===== src/hw/rtl/line_substring_filter_core_assert.svh =====
// Assertion helpers for the line substring filter core.
// Each macro samples on clk_i and is disabled while rst_ni is low.
`ifndef LINE_SUBSTRING_FILTER_CORE_ASSERT_SVH
`define LINE_SUBSTRING_FILTER_CORE_ASSERT_SVH

// Same-cycle implication
`define LSF_ASSERT_IMP(name, pre, post, msg) \
  name: assert property (@(posedge clk_i) disable iff (!rst_ni) (pre) |-> (post)) \
    else $error(msg);

// Next-cycle implication
`define LSF_ASSERT_NEXT(name, pre, post, msg) \
  name: assert property (@(posedge clk_i) disable iff (!rst_ni) (pre) |=> (post)) \
    else $error(msg);

`endif


===== src/hw/rtl/lsf_pkg.sv =====
package lsf_pkg;

  // Default sizes
  localparam int unsigned PatternMaxDefault  = 16;
  localparam int unsigned CounterBitsDefault = 24;

  // Fixed field and register widths
  localparam int unsigned PatternBits  = 128;
  localparam int unsigned LenBits      = 5;
  localparam int unsigned OutCountBits = 24;
  localparam int unsigned AddrBits     = 6;
  localparam int unsigned DataBits     = 64;

  // Input operation codes
  typedef enum logic [1:0] {
    OpByte = 2'd0,
    OpEol  = 2'd1,
    OpEos  = 2'd2
  } lsf_op_e;

  // Register indexes (byte address / 8)
  typedef enum logic [2:0] {
    RegPatternLow    = 3'd0,
    RegPatternHigh   = 3'd1,
    RegPatternLength = 3'd2,
    RegCaseFold      = 3'd3,
    RegInvert        = 3'd4,
    RegReportMode    = 3'd5
  } lsf_reg_e;

  // Report modes
  typedef enum logic [1:0] {
    ModeList     = 2'd0,
    ModeNumbered = 2'd1,
    ModeCount    = 2'd2
  } lsf_mode_e;

  // Result kinds
  localparam logic KindLine  = 1'b0;
  localparam logic KindFinal = 1'b1;

  typedef struct packed {
    logic [1:0] op;
    logic [7:0] text_byte;
  } lsf_in_t;

  typedef struct packed {
    logic                    kind;
    logic [OutCountBits-1:0] line_number;
    logic [OutCountBits-1:0] selected_count;
    logic                    none_found;
  } lsf_out_t;

  // Control shared by every cell of the window
  typedef struct packed {
    logic shift;
    logic clear;
    logic fold;
  } lsf_cell_ctrl_t;

endpackage


===== src/hw/rtl/lsf_cell.sv =====
module lsf_cell (
  input  logic                   clk_i,
  input  logic                   rst_ni,
  input  lsf_pkg::lsf_cell_ctrl_t ctrl_i,
  input  logic [7:0]             byte_i,
  input  logic                   valid_i,
  input  logic [7:0]             pat_i,
  input  logic                   use_i,
  output logic [7:0]             byte_o,
  output logic                   valid_o,
  output logic                   match_o
);
  import lsf_pkg::*;

  logic [7:0] byte_q;
  logic       valid_q;

  // Lower ASCII capitals when folding is on
  function automatic logic [7:0] fold_byte(logic [7:0] c, logic en);
    if (en && c >= 8'h41 && c <= 8'h5a) begin
      return c + 8'h20;
    end
    return c;
  endfunction

  // Compare the byte arriving from the neighbor with this cell's pattern byte
  assign match_o = !use_i ||
                   (valid_i && fold_byte(byte_i, ctrl_i.fold) == fold_byte(pat_i, ctrl_i.fold));

  // Advance or drop the valid mark
  always_ff @(posedge clk_i or negedge rst_ni) begin
    if (!rst_ni) begin
      valid_q <= 1'b0;
    end else if (ctrl_i.clear) begin
      valid_q <= 1'b0;
    end else if (ctrl_i.shift) begin
      valid_q <= valid_i;
    end
  end

  // Advance the byte
  always_ff @(posedge clk_i) begin
    if (ctrl_i.shift) begin
      byte_q <= byte_i;
    end
  end

  assign byte_o  = byte_q;
  assign valid_o = valid_q;

endmodule


===== src/hw/rtl/lsf_window.sv =====
module lsf_window #(
  parameter int unsigned PatternMax = lsf_pkg::PatternMaxDefault
) (
  input  logic                             clk_i,
  input  logic                             rst_ni,
  input  lsf_pkg::lsf_cell_ctrl_t          ctrl_i,
  input  logic [7:0]                       byte_i,
  input  logic [lsf_pkg::PatternBits-1:0]  pattern_i,
  input  logic [lsf_pkg::LenBits-1:0]      len_i,
  output logic                             hit_o
);
  import lsf_pkg::*;

  localparam logic [LenBits-1:0] LenMax = LenBits'(PatternMax);

  logic [LenBits-1:0]    len_eff;
  logic [7:0]            cell_byte [PatternMax];
  logic                  cell_valid [PatternMax];
  logic [PatternMax-1:0] cell_match;

  // Clamp an overlong length
  assign len_eff = (len_i > LenMax) ? LenMax : len_i;

  // Row of cells; cell k holds the k-th most recent byte of the line
  for (genvar k = 0; k < PatternMax; k++) begin : g_cell
    localparam logic [LenBits-1:0] Pos = LenBits'(k);
    logic [LenBits-1:0] pat_idx;
    logic [7:0]         pat_byte;
    logic [7:0]         in_byte;
    logic               in_valid;

    // Pattern byte that lines up with this cell: index len - 1 - k
    assign pat_idx  = len_eff - Pos - LenBits'(1);
    assign pat_byte = pattern_i[{pat_idx[3:0], 3'b000} +: 8];

    if (k == 0) begin : g_head
      assign in_byte  = byte_i;
      assign in_valid = 1'b1;
    end else begin : g_body
      assign in_byte  = cell_byte[k-1];
      assign in_valid = cell_valid[k-1];
    end

    lsf_cell u_cell (
      .clk_i   (clk_i),
      .rst_ni  (rst_ni),
      .ctrl_i  (ctrl_i),
      .byte_i  (in_byte),
      .valid_i (in_valid),
      .pat_i   (pat_byte),
      .use_i   (Pos < len_eff),
      .byte_o  (cell_byte[k]),
      .valid_o (cell_valid[k]),
      .match_o (cell_match[k])
    );
  end

  // Hit on the window as it stands after this byte
  assign hit_o = (len_eff != '0) && (&cell_match);

endmodule


===== src/hw/rtl/line_substring_filter_core.sv =====
// Fixed-string line filter. Text arrives as transfers of one byte, end of line or end of
// stream; the block takes one transfer per clock unless the output buffer is full, and each
// result is registered into the output buffer. A row of PatternMax byte cells shifts
// each text byte in and compares every pattern position in the same cycle, which sets the
// one-byte-per-clock figure. A two-entry output buffer keeps the input open while a result
// waits. Configuration is a 64-bit APB-style port (register i at byte address 8*i); the user
// must write it only while the stream is idle, and the block itself does not enforce this.
`include "line_substring_filter_core_assert.svh"

module line_substring_filter_core #(
  parameter int unsigned PatternMax  = lsf_pkg::PatternMaxDefault,
  parameter int unsigned CounterBits = lsf_pkg::CounterBitsDefault
) (
  input  logic                           clk_i,
  input  logic                           rst_ni,
  input  logic                           in_valid_i,
  output logic                           in_ready_o,
  input  lsf_pkg::lsf_in_t               in_data_i,
  output logic                           out_valid_o,
  input  logic                           out_ready_i,
  output lsf_pkg::lsf_out_t              out_data_o,
  input  logic                           psel,
  input  logic                           penable,
  input  logic                           pwrite,
  input  logic [lsf_pkg::AddrBits-1:0]   paddr,
  input  logic [lsf_pkg::DataBits-1:0]   pwdata,
  output logic [lsf_pkg::DataBits-1:0]   prdata,
  output logic                           pready
);
  import lsf_pkg::*;

  localparam logic [CounterBits-1:0] CountOne = CounterBits'(1);

  // Configuration registers
  logic [63:0]        pat_lo_q, pat_hi_q;
  logic [LenBits-1:0] len_q;
  logic               fold_q, invert_q;
  logic [1:0]         mode_q;
  lsf_reg_e           reg_idx;
  logic               cfg_wr;

  // Stream state
  logic                   line_match_q, line_match_d;
  logic [CounterBits-1:0] line_cnt_q, line_cnt_d;
  logic [CounterBits-1:0] sel_cnt_q, sel_cnt_d;

  // Datapath control
  logic           accept, hit, listing, push;
  lsf_cell_ctrl_t cell_ctrl;
  lsf_out_t       result;
  logic [31:0]    line_wide, sel_wide, sel_q_wide;

  // Output buffer
  logic     out_valid_q, skid_valid_q, pop;
  lsf_out_t out_q, skid_q;

  // Configuration writes and reads
  assign reg_idx = lsf_reg_e'(paddr[AddrBits-1:3]);
  assign cfg_wr  = psel && penable && pwrite;
  assign pready  = 1'b1;

  always_ff @(posedge clk_i or negedge rst_ni) begin
    if (!rst_ni) begin
      pat_lo_q <= '0;
      pat_hi_q <= '0;
      len_q    <= '0;
      fold_q   <= 1'b0;
      invert_q <= 1'b0;
      mode_q   <= '0;
    end else if (cfg_wr) begin
      unique case (reg_idx)
        RegPatternLow:    pat_lo_q <= pwdata;
        RegPatternHigh:   pat_hi_q <= pwdata;
        RegPatternLength: len_q    <= pwdata[LenBits-1:0];
        RegCaseFold:      fold_q   <= pwdata[0];
        RegInvert:        invert_q <= pwdata[0];
        RegReportMode:    mode_q   <= pwdata[1:0];
        default: ;
      endcase
    end
  end

  always_comb begin
    unique case (reg_idx)
      RegPatternLow:    prdata = pat_lo_q;
      RegPatternHigh:   prdata = pat_hi_q;
      RegPatternLength: prdata = DataBits'(len_q);
      RegCaseFold:      prdata = DataBits'(fold_q);
      RegInvert:        prdata = DataBits'(invert_q);
      RegReportMode:    prdata = DataBits'(mode_q);
      default:          prdata = '0;
    endcase
  end

  // Shift window of cells
  assign cell_ctrl.shift = accept && (in_data_i.op == OpByte);
  assign cell_ctrl.clear = accept && (in_data_i.op == OpEol || in_data_i.op == OpEos);
  assign cell_ctrl.fold  = fold_q;

  lsf_window #(
    .PatternMax (PatternMax)
  ) u_window (
    .clk_i     (clk_i),
    .rst_ni    (rst_ni),
    .ctrl_i    (cell_ctrl),
    .byte_i    (in_data_i.text_byte),
    .pattern_i ({pat_hi_q, pat_lo_q}),
    .len_i     (len_q),
    .hit_o     (hit)
  );

  // Per-transfer line and stream bookkeeping
  assign accept     = in_valid_i && in_ready_o;
  assign listing    = (mode_q == ModeList) || (mode_q == ModeNumbered);
  assign line_wide  = 32'(line_cnt_d);
  assign sel_wide   = 32'(sel_cnt_d);
  assign sel_q_wide = 32'(sel_cnt_q);

  always_comb begin
    line_match_d = line_match_q;
    line_cnt_d   = line_cnt_q;
    sel_cnt_d    = sel_cnt_q;
    push         = 1'b0;
    result       = '0;
    if (accept) begin
      unique case (in_data_i.op)
        OpByte: begin
          if (hit) begin
            line_match_d = 1'b1;
          end
        end
        OpEol: begin
          line_match_d = 1'b0;
          line_cnt_d   = (line_cnt_q == '1) ? line_cnt_q : line_cnt_q + CountOne;
          if (line_match_q ^ invert_q) begin
            sel_cnt_d = (sel_cnt_q == '1) ? sel_cnt_q : sel_cnt_q + CountOne;
            if (listing) begin
              push                  = 1'b1;
              result.kind           = KindLine;
              result.line_number    = line_wide[OutCountBits-1:0];
              result.selected_count = sel_wide[OutCountBits-1:0];
            end
          end
        end
        OpEos: begin
          line_match_d          = 1'b0;
          line_cnt_d            = '0;
          sel_cnt_d             = '0;
          push                  = 1'b1;
          result.kind           = KindFinal;
          result.selected_count = sel_q_wide[OutCountBits-1:0];
          result.none_found     = (sel_cnt_q == '0);
        end
        default: ;
      endcase
    end
  end

  always_ff @(posedge clk_i or negedge rst_ni) begin
    if (!rst_ni) begin
      line_match_q <= 1'b0;
      line_cnt_q   <= '0;
      sel_cnt_q    <= '0;
    end else begin
      line_match_q <= line_match_d;
      line_cnt_q   <= line_cnt_d;
      sel_cnt_q    <= sel_cnt_d;
    end
  end

  // Output register with skid entry; hold input only when the skid entry is full
  assign in_ready_o = !skid_valid_q;
  assign pop        = out_valid_q && out_ready_i;

  always_ff @(posedge clk_i or negedge rst_ni) begin
    if (!rst_ni) begin
      out_valid_q  <= 1'b0;
      skid_valid_q <= 1'b0;
    end else if (skid_valid_q) begin
      if (pop) begin
        skid_valid_q <= 1'b0;
      end
    end else if (push) begin
      if (out_valid_q && !pop) begin
        skid_valid_q <= 1'b1;
      end else begin
        out_valid_q <= 1'b1;
      end
    end else if (pop) begin
      out_valid_q <= 1'b0;
    end
  end

  always_ff @(posedge clk_i) begin
    if (skid_valid_q) begin
      if (pop) begin
        out_q <= skid_q;
      end
    end else if (push) begin
      if (out_valid_q && !pop) begin
        skid_q <= result;
      end else begin
        out_q <= result;
      end
    end
  end

  assign out_valid_o = out_valid_q;
  assign out_data_o  = out_q;

  // Checks
  `LSF_ASSERT_IMP(SkidNeedsOut_A, skid_valid_q, out_valid_q, "skid entry full with output empty")
  `LSF_ASSERT_NEXT(EosReports_A, accept && in_data_i.op == OpEos, out_valid_q, "end of stream gave no report")
  `LSF_ASSERT_NEXT(EosClears_A, accept && in_data_i.op == OpEos, line_cnt_q == '0 && sel_cnt_q == '0 && !line_match_q, "stream state not cleared")
  `LSF_ASSERT_IMP(SelBelowLines_A, 1'b1, sel_cnt_q <= line_cnt_q, "more lines selected than seen")

endmodule

===== config.mk =====
export PLATFORM = sky130hd
export DESIGN_NAME = line_substring_filter_core
export DESIGN_NICKNAME = d
export VERILOG_FILES = /design/src/hw/rtl/lsf_pkg.sv /design/src/hw/rtl/lsf_cell.sv /design/src/hw/rtl/lsf_window.sv /design/src/hw/rtl/line_substring_filter_core.sv
export VERILOG_INCLUDE_DIRS = /design/src /design/src/hw/rtl
export SDC_FILE = /design/constraint.sdc
export NUM_CORES = 1
export LEC_CHECK = 0
export ABC_AREA = 1
export BUFFER_PORTS_ARGS = -buffer_cell sky130_fd_sc_hd__buf_2
export CAP_MARGIN = 40
export CELL_PAD_IN_SITES_DETAIL_PLACEMENT = 0
export CELL_PAD_IN_SITES_GLOBAL_PLACEMENT = 2
export CORE_MARGIN = 8
export CORE_UTILIZATION = 38
export DETAILED_ROUTE_END_ITERATION = 12
export HOLD_SLACK_MARGIN = 0.03
export MAX_ROUTING_LAYER = met4
export PLACE_DENSITY = 0.95
export SYNTH_ARGS = -nofsm -noshare
export SYNTH_HDL_FRONTEND = slang
export SYNTH_SLANG_ARGS = --single-unit

===== constraint.sdc =====
create_clock -name clk_i -period 10.1 [get_ports clk_i]
set_clock_uncertainty 0.1 [all_clocks]
set_input_delay 1.01 -clock clk_i [delete_from_list [all_inputs] [get_ports clk_i]]
set_output_delay 1.01 -clock clk_i [all_outputs]
set_load 0.01 [all_outputs]

Word-level counts from Yosys, hierarchy flattened
Cells that the tools add are included.
- register bits after elaboration: 423
- latch bits: 0
- memory bits (writable): 0
- ROM bits: 0
- output and inout bits: 117
- memories kept: 0
- add/sub/neg operators: 64
- $mul: 0
- divide/modulo/power cells: 0
- magnitude comparators: 81
- equal/unequal tests: 30
- shift-type cells: 16
- muxes and demuxes: 159
- bitwise operators: 2
- reduce and logical (&&, ||, !) cells: 144
- operators with widths (operator ; number):
    indexed part select 128 x 8 -> 8 bit ; 16
    2-to-1 mux 8 bit ; 64
    one-hot mux 64 bit (6 select lines) ; 1
    adder 8 x 6 -> 8 bit, second input constant ; 32
    greater-or-equal comparator 8 x 7 -> 1 bit, second input constant ; 32
    <= comparator 8 x 7 -> 1 bit, second input constant ; 32
    2-to-1 mux 50 bit ; 5
    2-to-1 mux 24 bit ; 6
    one-hot mux 24 bit (2 select lines) ; 3
    == test 8 bit ; 16
    logical AND 1 bit ; 87
    2-to-1 mux 1 bit ; 74
    subtractor 4 x 1 -> 4 bit, second input constant ; 16
    2-to-1 mux 49 bit ; 1
    adder 24 x 1 -> 24 bit, second input constant ; 2
    == test 24 bit, second input constant ; 2
    2-to-1 mux 48 bit ; 1
    less-than comparator 4 x 5 -> 1 bit, first input constant ; 8
    subtractor 4 bit, second input constant ; 8
    logical NOT 24 bit ; 1
    less-than comparator 3 x 5 -> 1 bit, first input constant ; 4
    logical NOT 1 bit ; 18
    logical OR 1 bit ; 18
    AND reduction 16 bit ; 1
    23 further kinds ; 48

Logic depth before layout (Yosys ltp)
Gate-level depths: netlist of the first run.
- depth after elaboration: 17
- mapped depth: 33
- depth with buffers taken out: 29

Hierarchy
Synthesis of the first run repeated with hierarchy kept, for this count alone.
- cells, all modules: 4421
- area, all modules: 30853.3 um^2
- by module, submodules not included (module ; instances ; cells an instance ; area an instance (um^2)):
    line_substring_filter_core ; 1 ; 1439 ; 13404.1
    lsf_cell ; 16 ; 90 ; 633.1
    lsf_window ; 1 ; 1542 ; 7319.5

Worst setup path before layout of the first run
No wires, ideal clock.
- kind: in2reg
- from: input port in_data_i[8] (netlist name)
- to: register out_q (netlist bit out_data_o[0]) (enable)
- library setup time: 0.474 ns
- arrival: 4.531 ns
- slack: 4.994 ns
- stages on the path: 9
- buffers on the path: 1
- cell sequence: inv_1 > ha_1 > inv_1 > nor2_2 > inv_1 > clkbuf_1 > a21oi_1 > a21oi_1 > a21oi_1
- longest elaborated chain between the ends: 5
- RTL lines (item ; line ; RTL):
    from (decl) ; line_substring_filter_core.sv:18 ; input lsf_pkg::lsf_in_t in_data_i,
    == test 2 bit or == test 2 x 1 -> 1 bit (tied branches) ; line_substring_filter_core.sv:126 ; unique case (in_data_i.op)
    one-hot mux 1 bit (2 select lines) (*) ; line_substring_filter_core.sv:126 ;
    2-to-1 mux 1 bit (*) ; line_substring_filter_core.sv:125 ; if (accept) begin
    nonzero test 2 bit (no source line) (*) ; - ;
    AND reduction 3 bit (no source line) (*) ; - ;
    to (signal assigned) ; line_substring_filter_core.sv:197 ; out_q <= skid_q;
    to (signal assigned) ; line_substring_filter_core.sv:203 ; out_q <= result;
    to (decl) ; line_substring_filter_core.sv:55 ; lsf_out_t out_q, skid_q;
Every way passes the cells marked *; elsewhere a longest branch is shown, timed or not.
A chain may end at the register's enable or synchronous reset.

Final worst setup path of the first run
- from: register len_q[4]
- to: register line_match_q
- longest elaborated chain between the ends: 17
- RTL lines (item ; line ; RTL):
    from (decl) ; line_substring_filter_core.sv:36 ; logic [LenBits-1:0] len_q;
    from (signal assigned) ; line_substring_filter_core.sv:74 ; RegPatternLength: len_q <= pwdata[LenBits-1:0];
    > comparator 5 bit ; lsf_window.sv:22 ; assign len_eff = (len_i > LenMax) ? LenMax : len_i;
    2-to-1 mux 5 bit (*) ; lsf_window.sv:22 ;
    subtractor 4 bit, or another cell as far along ; lsf_window.sv:33 ; assign pat_idx = len_eff - Pos - LenBits'(1);
    subtractor 4 x 1 -> 4 bit ; lsf_window.sv:33 ;
    indexed part select 128 x 8 -> 8 bit ; lsf_window.sv:34 ; assign pat_byte = pattern_i[{pat_idx[3:0], 3'b000} +: 8];
    greater-or-equal comparator 8 x 7 -> 1 bit ; lsf_cell.sv:20 ; if (en && c >= 8'h41 && c <= 8'h5a) begin
    logical AND 1 bit (2 in a row) ; lsf_cell.sv:20 ;
    2-to-1 mux 1 bit ; lsf_cell.sv:20 ;
    2-to-1 mux 8 bit ; lsf_cell.sv:23 ; return c;
    == test 8 bit ; lsf_cell.sv:28 ; (valid_i && fold_byte(byte_i, ctrl_i.fold) == fold_byte(pat_i, ctrl_i.fold));
    logical AND 1 bit ; lsf_cell.sv:28 ;
    logical OR 1 bit ; lsf_cell.sv:27 ; assign match_o = !use_i ||
    AND reduction 16 bit ; lsf_window.sv:59 ; assign hit_o = (len_eff != '0) && (&cell_match);
    logical AND 1 bit (*) ; lsf_window.sv:59 ;
    != test 2 bit (no source line) (*) ; - ;
    AND reduction 3 bit (no source line) (*) ; - ;
    to (signal assigned) ; line_substring_filter_core.sv:165 ; line_match_q <= line_match_d;
    to (decl) ; line_substring_filter_core.sv:43 ; logic line_match_q, line_match_d;
Every way passes the cells marked *; elsewhere a longest branch is shown, timed or not. The select of a mux whose other input is x is not followed.

==> results of run 1 <==
## power by group through the flow
stage,Sequential (mW),Clock [mW],Combinational (mW)
2_1_floorplan,2.09,0,2.87
3_3_place_gp,2.18,0,4.29
3_5_place_dp,2.18,0,4.35
4_1_cts,2.15,1.88,4.37
5_1_grt,2.16,1.94,4.90
6_report,2.16,1.85,4.53
## synthesized netlist by cell type, drive strengths merged (6+ instances only)
cell / instances / area [um2]
and2: 10 / 62.56
edfxtp: 220 / 6606
dfrtp: 203 / 5080
xor2: 25 / 267.8
or2: 20 / 125.1
a21oi: 103 / 515.5
a22oi: 11 / 82.58
nand4: 61 / 396.6
clkinv: 6 / 22.52
nor4: 23 / 143.9
nand3: 875 / 4412
o22ai: 72 / 450.4
nand2: 1430 / 5430
ha: 43 / 538.0
xnor2: 15 / 131.4
inv: 497 / 1881
clkbuf: 65 / 244.0
o21bai: 12 / 90.09
nor3: 53 / 270.3
o21ai: 227 / 1159
nor2: 382 / 1549
nand3b: 20 / 150.1
o211ai: 9 / 67.56
buf: 130 / 799.5
## how the worst max path moves through the flow
stage                       startpoint             to
after floorplan           in_data_i[8]  out_data_o[0]
after global placement        len_q[4]   line_match_q
after detailed placement      len_q[4]   line_match_q
after CTS                     len_q[4]   line_match_q
after global routing          len_q[4]   line_match_q
final                         len_q[4]   line_match_q
## cell families after synthesis
family / share of synthesized area, %
buf+inv: 9.617
other cells: 0.01224
simple gates: 40.95
flops: 38.14
mux: 0.03675
xor+xnor: 1.303
fa+ha+maj: 1.756
compound gates: 8.179
## routing by layer
layer | global-route usage [%] | vias up | share of wire [%]
li1 | - | 15210 | -
met4 | 12.89 | 0 | 5.4
met5 | - | - | 0
met2 | 44.40 | 1446 | 43
met3 | 6.889 | 278 | 9.6
met1 | 38.64 | 15190 | 42
## worst reg2reg max path, delay by kind of cell (launching register included)
| kind | cells | cell delay [ns] |
|---|---|---|
| and+or+nand+nor | 23 | 3.24 |
| buffers and inverters | 4 | 1.43 |
| DFF | 1 | 0.71 |
| adders and majority gates | 1 | 0.49 |
## layout make-up
cell class,count,area (um2)
clock inverters,25,289.0
diodes,2,5.005
clock buffers,66,1374
multi-input cells,3412,16050
repair buffers,247,1475
fillers,8491,46050
well taps,1060,1326
flip-flops and latches,423,11690
inverters,503,1906
## sequential cells by signal, indices dropped and copies added, names as in the netlist
signal / cells
invert_q: 1
skid_q: 50
u_window.g_cell.u_cell.byte_o: 120
len_q: 5
fold_q: 1
skid_valid_q: 1
out_data_o: 50
line_cnt_q: 24
mode_q: 2
pat_hi_q: 64
sel_cnt_q: 24
line_match_q: 1
u_window.g_cell.u_cell.valid_o: 15
out_valid_o: 1
pat_lo_q: 64
==> out/qor.csv, run 1 <==
metric,value,unit
status,finished clean,
antenna violations before repair,2,
PwrDens,250.2,nW/um2
DR iter-0 viols,3860,
register area share after synthesis,38.14,%
Initial Util,38.22,%
top_reg_cell synth,edfxtp_1,
reg2reg start,len_q[4],
Detail Route Antenna Nets,0,
# nets final,4766,
crit path capture type,flop,
CP max-delay cell,dfrtp_1,
cts hold-fix bufs,0,
sequential fraction of design power,25.3,%
Pins Over Slew Limit,0,
drt via density,5.598,
most frequent cells in the layout,"nand2_1, nand3_1, inv_1",
Final Instance Area,34110,um2
post-synthesis async set-or-reset flop share,47.99,%
critical path's top delay family,simple AND/OR/NAND/NOR gates,
share of cells above drive strength 1,9.003,%
Worst-Margin Slew,0.9525,ns
Chip Width,300.0,um
IO Port Bufs,199,
r2r endpoint,line_match_q,
crit path launch type,flop,
Fmax achieved,164.9,MHz
Final Critical Period,6.065,ns
Final setup viols,0,
GR Overflow Total,0,
Comb power frac,53.0,%
Util after Layout,42.55,%
Gate Count Post-Synth,4533,
slowest cell delay on critical path,0.71,ns
Place WS,4.281,ns
Lkg Pwr,16.10,nW
fin cells,5738,
syn_area_per_cell,6.759,um2
Synth Net Count,4663,
wire length of the first global-routing pass,197.4,mm
core box area,80160,um2
setup TNS,0,ns
"most common cell after layout, fill and taps aside",nand2_1,
DR pass1 iterations,6,
DP HPWL,104.3,mm
Levels on crit path,28,
"setup slack, reg-to-reg",4.04,ns
YS warnings,0,
CP Data Arrival Time,6.47,ns
Final GP Congestion,1.050,
synthesized flop and latch total,423,
htree depth,2,
Final Cycle Share,60.05,%
CTS Buf Count,49,
R2R depth,28,
final hold violation count,0,
Ports,204,
Die Area,89970,um2
Die Ht,300.0,um
CP dominant cell by count,nand2_1,
CTS root buf,clkbuf_16,
Total Power,8.534,mW
worst path bufs/invs,4,
Pint,4.187,mW
CP Class,flop to flop,
Min Hold Slack,0.2889,ns
CTS tree,done,
relative slew slack,36.50,%
CP Max Fanout,80,
synthesized area,30640,um2
synthesis-to-layout area growth,11.32,%
DR vias,32120,
GRT Overall Usage,29.79,%
CTS max path bufs,3,
Rows,104,
"Clk pin slew, worst setup/hold paths",0.07,ns
RSZ-0062 raised after global routing,false,
placed cell area,32440,um2
post-CTS setup buffer count,0,
number of synthesized flops with an enable pin,220,
dpl cells,5645,
Final WS setup,4.035,ns
Hold WC Path Type,input port to asynchronous set/reset pin,
Psw,4.347,mW
WL final,134.2,mm
largest net degree at the start of global routing,93,
Critical Path RT,10.51,ns
worst vdd ir,0.0001823,V
per-cell routed wire length,23.39,um
vias in the first global route,29920,
Max-Cap Viols,0,
switching share of power,50.94,%
cts repair resizes,0,
Clk network pwr share,21.7,%
worst skew pair latency,0.61,ns
# DRC,0,
clock tree sinks,423,
count of cell types in the netlist,56,
Note: power is estimated with default switching activity, not from simulation.
==> run 2: changes to the inputs <==
--- a/config.mk
+++ b/config.mk
@@ -12,11 +12,11 @@
 export CELL_PAD_IN_SITES_DETAIL_PLACEMENT = 0
 export CELL_PAD_IN_SITES_GLOBAL_PLACEMENT = 2
 export CORE_MARGIN = 8
-export CORE_UTILIZATION = 38
+export CORE_UTILIZATION = 32
 export DETAILED_ROUTE_END_ITERATION = 12
 export HOLD_SLACK_MARGIN = 0.03
 export MAX_ROUTING_LAYER = met4
-export PLACE_DENSITY = 0.95
+export PLACE_DENSITY = 0.86
 export SYNTH_ARGS = -nofsm -noshare
 export SYNTH_HDL_FRONTEND = slang
 export SYNTH_SLANG_ARGS = --single-unit
==> constraint.sdc (replaced) <==
create_clock -name clk_i -period 5.12 [get_ports clk_i]
set_clock_uncertainty 0.1 [all_clocks]
set_input_delay 0.512 -clock clk_i [delete_from_list [all_inputs] [get_ports clk_i]]
set_output_delay 0.512 -clock clk_i [all_outputs]
set_load 0.01 [all_outputs]
==> out/qor.csv, run 2 (same netlist as run 1, synthesis figures left out) <==
metric,value,unit
"Cell Chain, Critical Path",inv_2 > nor2_8 > buf_4 > nand3_1 > nand3_1 > nand3_1 > nand2_1 > nand2_1 > nor2_2 > nand3_1 > nand2_1 > inv_1 > nor2_1 > nand2_1 > nor2_1 > nor2_1 > nor2_1 > nand3_1 > nor2_1 > nand2_1 > nand2_1 > nand2_1 > nand2_1 > nand2_1,
Final Critical Period,4.912,ns
Die Ht,325.4,um
Rows,113,
worst path bufs/invs,3,
Ports,204,
WL final,142.9,mm
most frequent cells in the layout,"nand2_1, nand3_1, inv_1",
CTS Buf Count,48,
Final Cycle Share,95.93,%
setup TNS,0,ns
DP HPWL,113.8,mm
CP Class,flop to flop,
worst hold stages,3,
Pins Over Slew Limit,0,
PwrDens,486.2,nW/um2
# DRC,0,
wire length of the first global-routing pass,206.7,mm
Critical Path RT,5.55,ns
htree depth,2,
Met1 Wirelength,61.98,mm
Final GP Congestion,1.068,
CP Data Arrival Time,5.34,ns
CP Max Fanout,52,
Fmax achieved,203.6,MHz
CTS root buf,clkbuf_16,
Top Metal Used,met4,
CTS max path bufs,3,
Max-Cap Viols,0,
placed cell area,33020,um2
WL met2,63.23,mm
# nets final,4866,
relative slew slack,35.75,%
Util after Layout,37.27,%
worst skew pair latency,0.64,ns
Levels on crit path,24,
per-cell routed wire length,23.63,um
largest net degree at the start of global routing,129,
slowest cell delay on critical path,0.82,ns
routed wl met3,11.99,mm
crit path capture type,flop,
DR iter-0 viols,3767,
"most common cell after layout, fill and taps aside",nand2_1,
DR vias,32270,
vias in the first global route,29800,
CP max-delay cell,dfrtp_1,
Chip Width,325.4,um
antenna violations before repair,6,
Layout fillers,10290,
Detail Route Antenna Nets,0,
Worst-Margin Slew,0.9638,ns
status,finished clean,
R2R depth,24,
"Clk pin slew, worst setup/hold paths",0.07,ns
drt via density,5.338,
Initial Util,32.25,%
share of cells above drive strength 1,9.548,%
Die Area,105900,um2
Lkg Pwr,16.58,nW
IO Port Bufs,199,
final hold violation count,0,
DR pass1 iterations,9,
Hold WC Path Type,input port to flop,
CTS tree,done,
clock tree sinks,423,
Final setup viols,0,
GRT Overall Usage,26.77,%
Final Instance Area,35410,um2
core box area,95010,um2
"setup slack, reg-to-reg",0.21,ns
max reg flops,120,
CP dominant cell by count,nand2_1,
RSZ-0062 raised after global routing,false,
worst vdd ir,0.0003228,V
GR Overflow Total,0,
synthesis-to-layout area growth,15.57,%
critical path's top delay family,simple AND/OR/NAND/NOR gates,
crit path launch type,flop,
-- run 2: cell types whose count changed in the layout (fill, tap and decap cells not counted), sizes merged --
cell	previous run	this run
inv	502	501
clkinv	19	22
diode	2	4
bufinv	4	9
clkinvlp	3	4
dlygate4sd3	0	67
clkbuf	66	57
buf	247	281
-- run 2: tightest hold or removal path, delay by kind of cell --
family / cells / cell delay (ns)
buf+inv: 1 / 0.13
compound gates: 1 / 0.06
simple gates: 1 / 0.06
-- run 2: routing by layer --
metal  up-vias  GRT usage, %
li1      15390             -
met1     15390         34.92
met2      1274         40.88
met3       208         6.221
met4         0         8.926
met5         -             -
-- run 2: worst paths after layout --
check / from / endpoint
worst max-delay path: len_q[1] / line_match_q
worst min-delay path: pwdata[57] / pat_lo_q[57]
worst max register to register: len_q[1] / line_match_q
worst min register to register: u_window.g_cell[13].u_cell.byte_o[1] / u_window.g_cell[14].u_cell.byte_o[1]
max in group asynchronous: rst_ni / skid_valid_q
min in group asynchronous: rst_ni / pat_hi_q[62]
-- run 2: power breakdown --
group	switching [mW]	total, mW	internal, mW
logic	6.75	9.16	2.41
registers	0.392	4.27	3.88
clock network	1.56	3.78	2.22
total	8.70	17.2	8.51
-- run 2: repair_timing --
item,in CTS,in global routing
hold buffers,67,0
buffers inserted,0,0
resized for setup,0,1
endpoints found under the hold margin,186,0
endpoints found under the setup margin,0,1
-- run 2: final cells by class --
class | count | area, um2 | share of cell area (%)
multi-input cells | 3412 | 16040 | 45.31
flip-flops and latches | 423 | 11690 | 33.01
repair buffers | 348 | 2475 | 6.989
inverters | 503 | 1906 | 5.381
well taps | 1265 | 1583 | 4.470
clock buffers | 57 | 1245 | 3.516
clock inverters | 33 | 460.4 | 1.300
diodes | 4 | 10.01 | 0.02827
-- run 2: per-stage QoR --
| step | std cells | total power [mW] | hold WS [ns] | setup slack, ns |
|---|---|---|---|---|
| after floorplan | 4533 | 9.776 | 0.1164 | 0.5121 |
| after global placement | 5883 | 13.17 | 0.3351 | 0.4651 |
| after detailed placement | 5884 | 13.20 | 0.3349 | 0.4924 |
| after CTS | 6041 | 17.05 | 0.03316 | 0.4896 |
| after global routing | 6045 | 18.18 | 0.04021 | 0.04490 |
| final | 6045 | 17.22 | 0.04743 | 0.2084 |
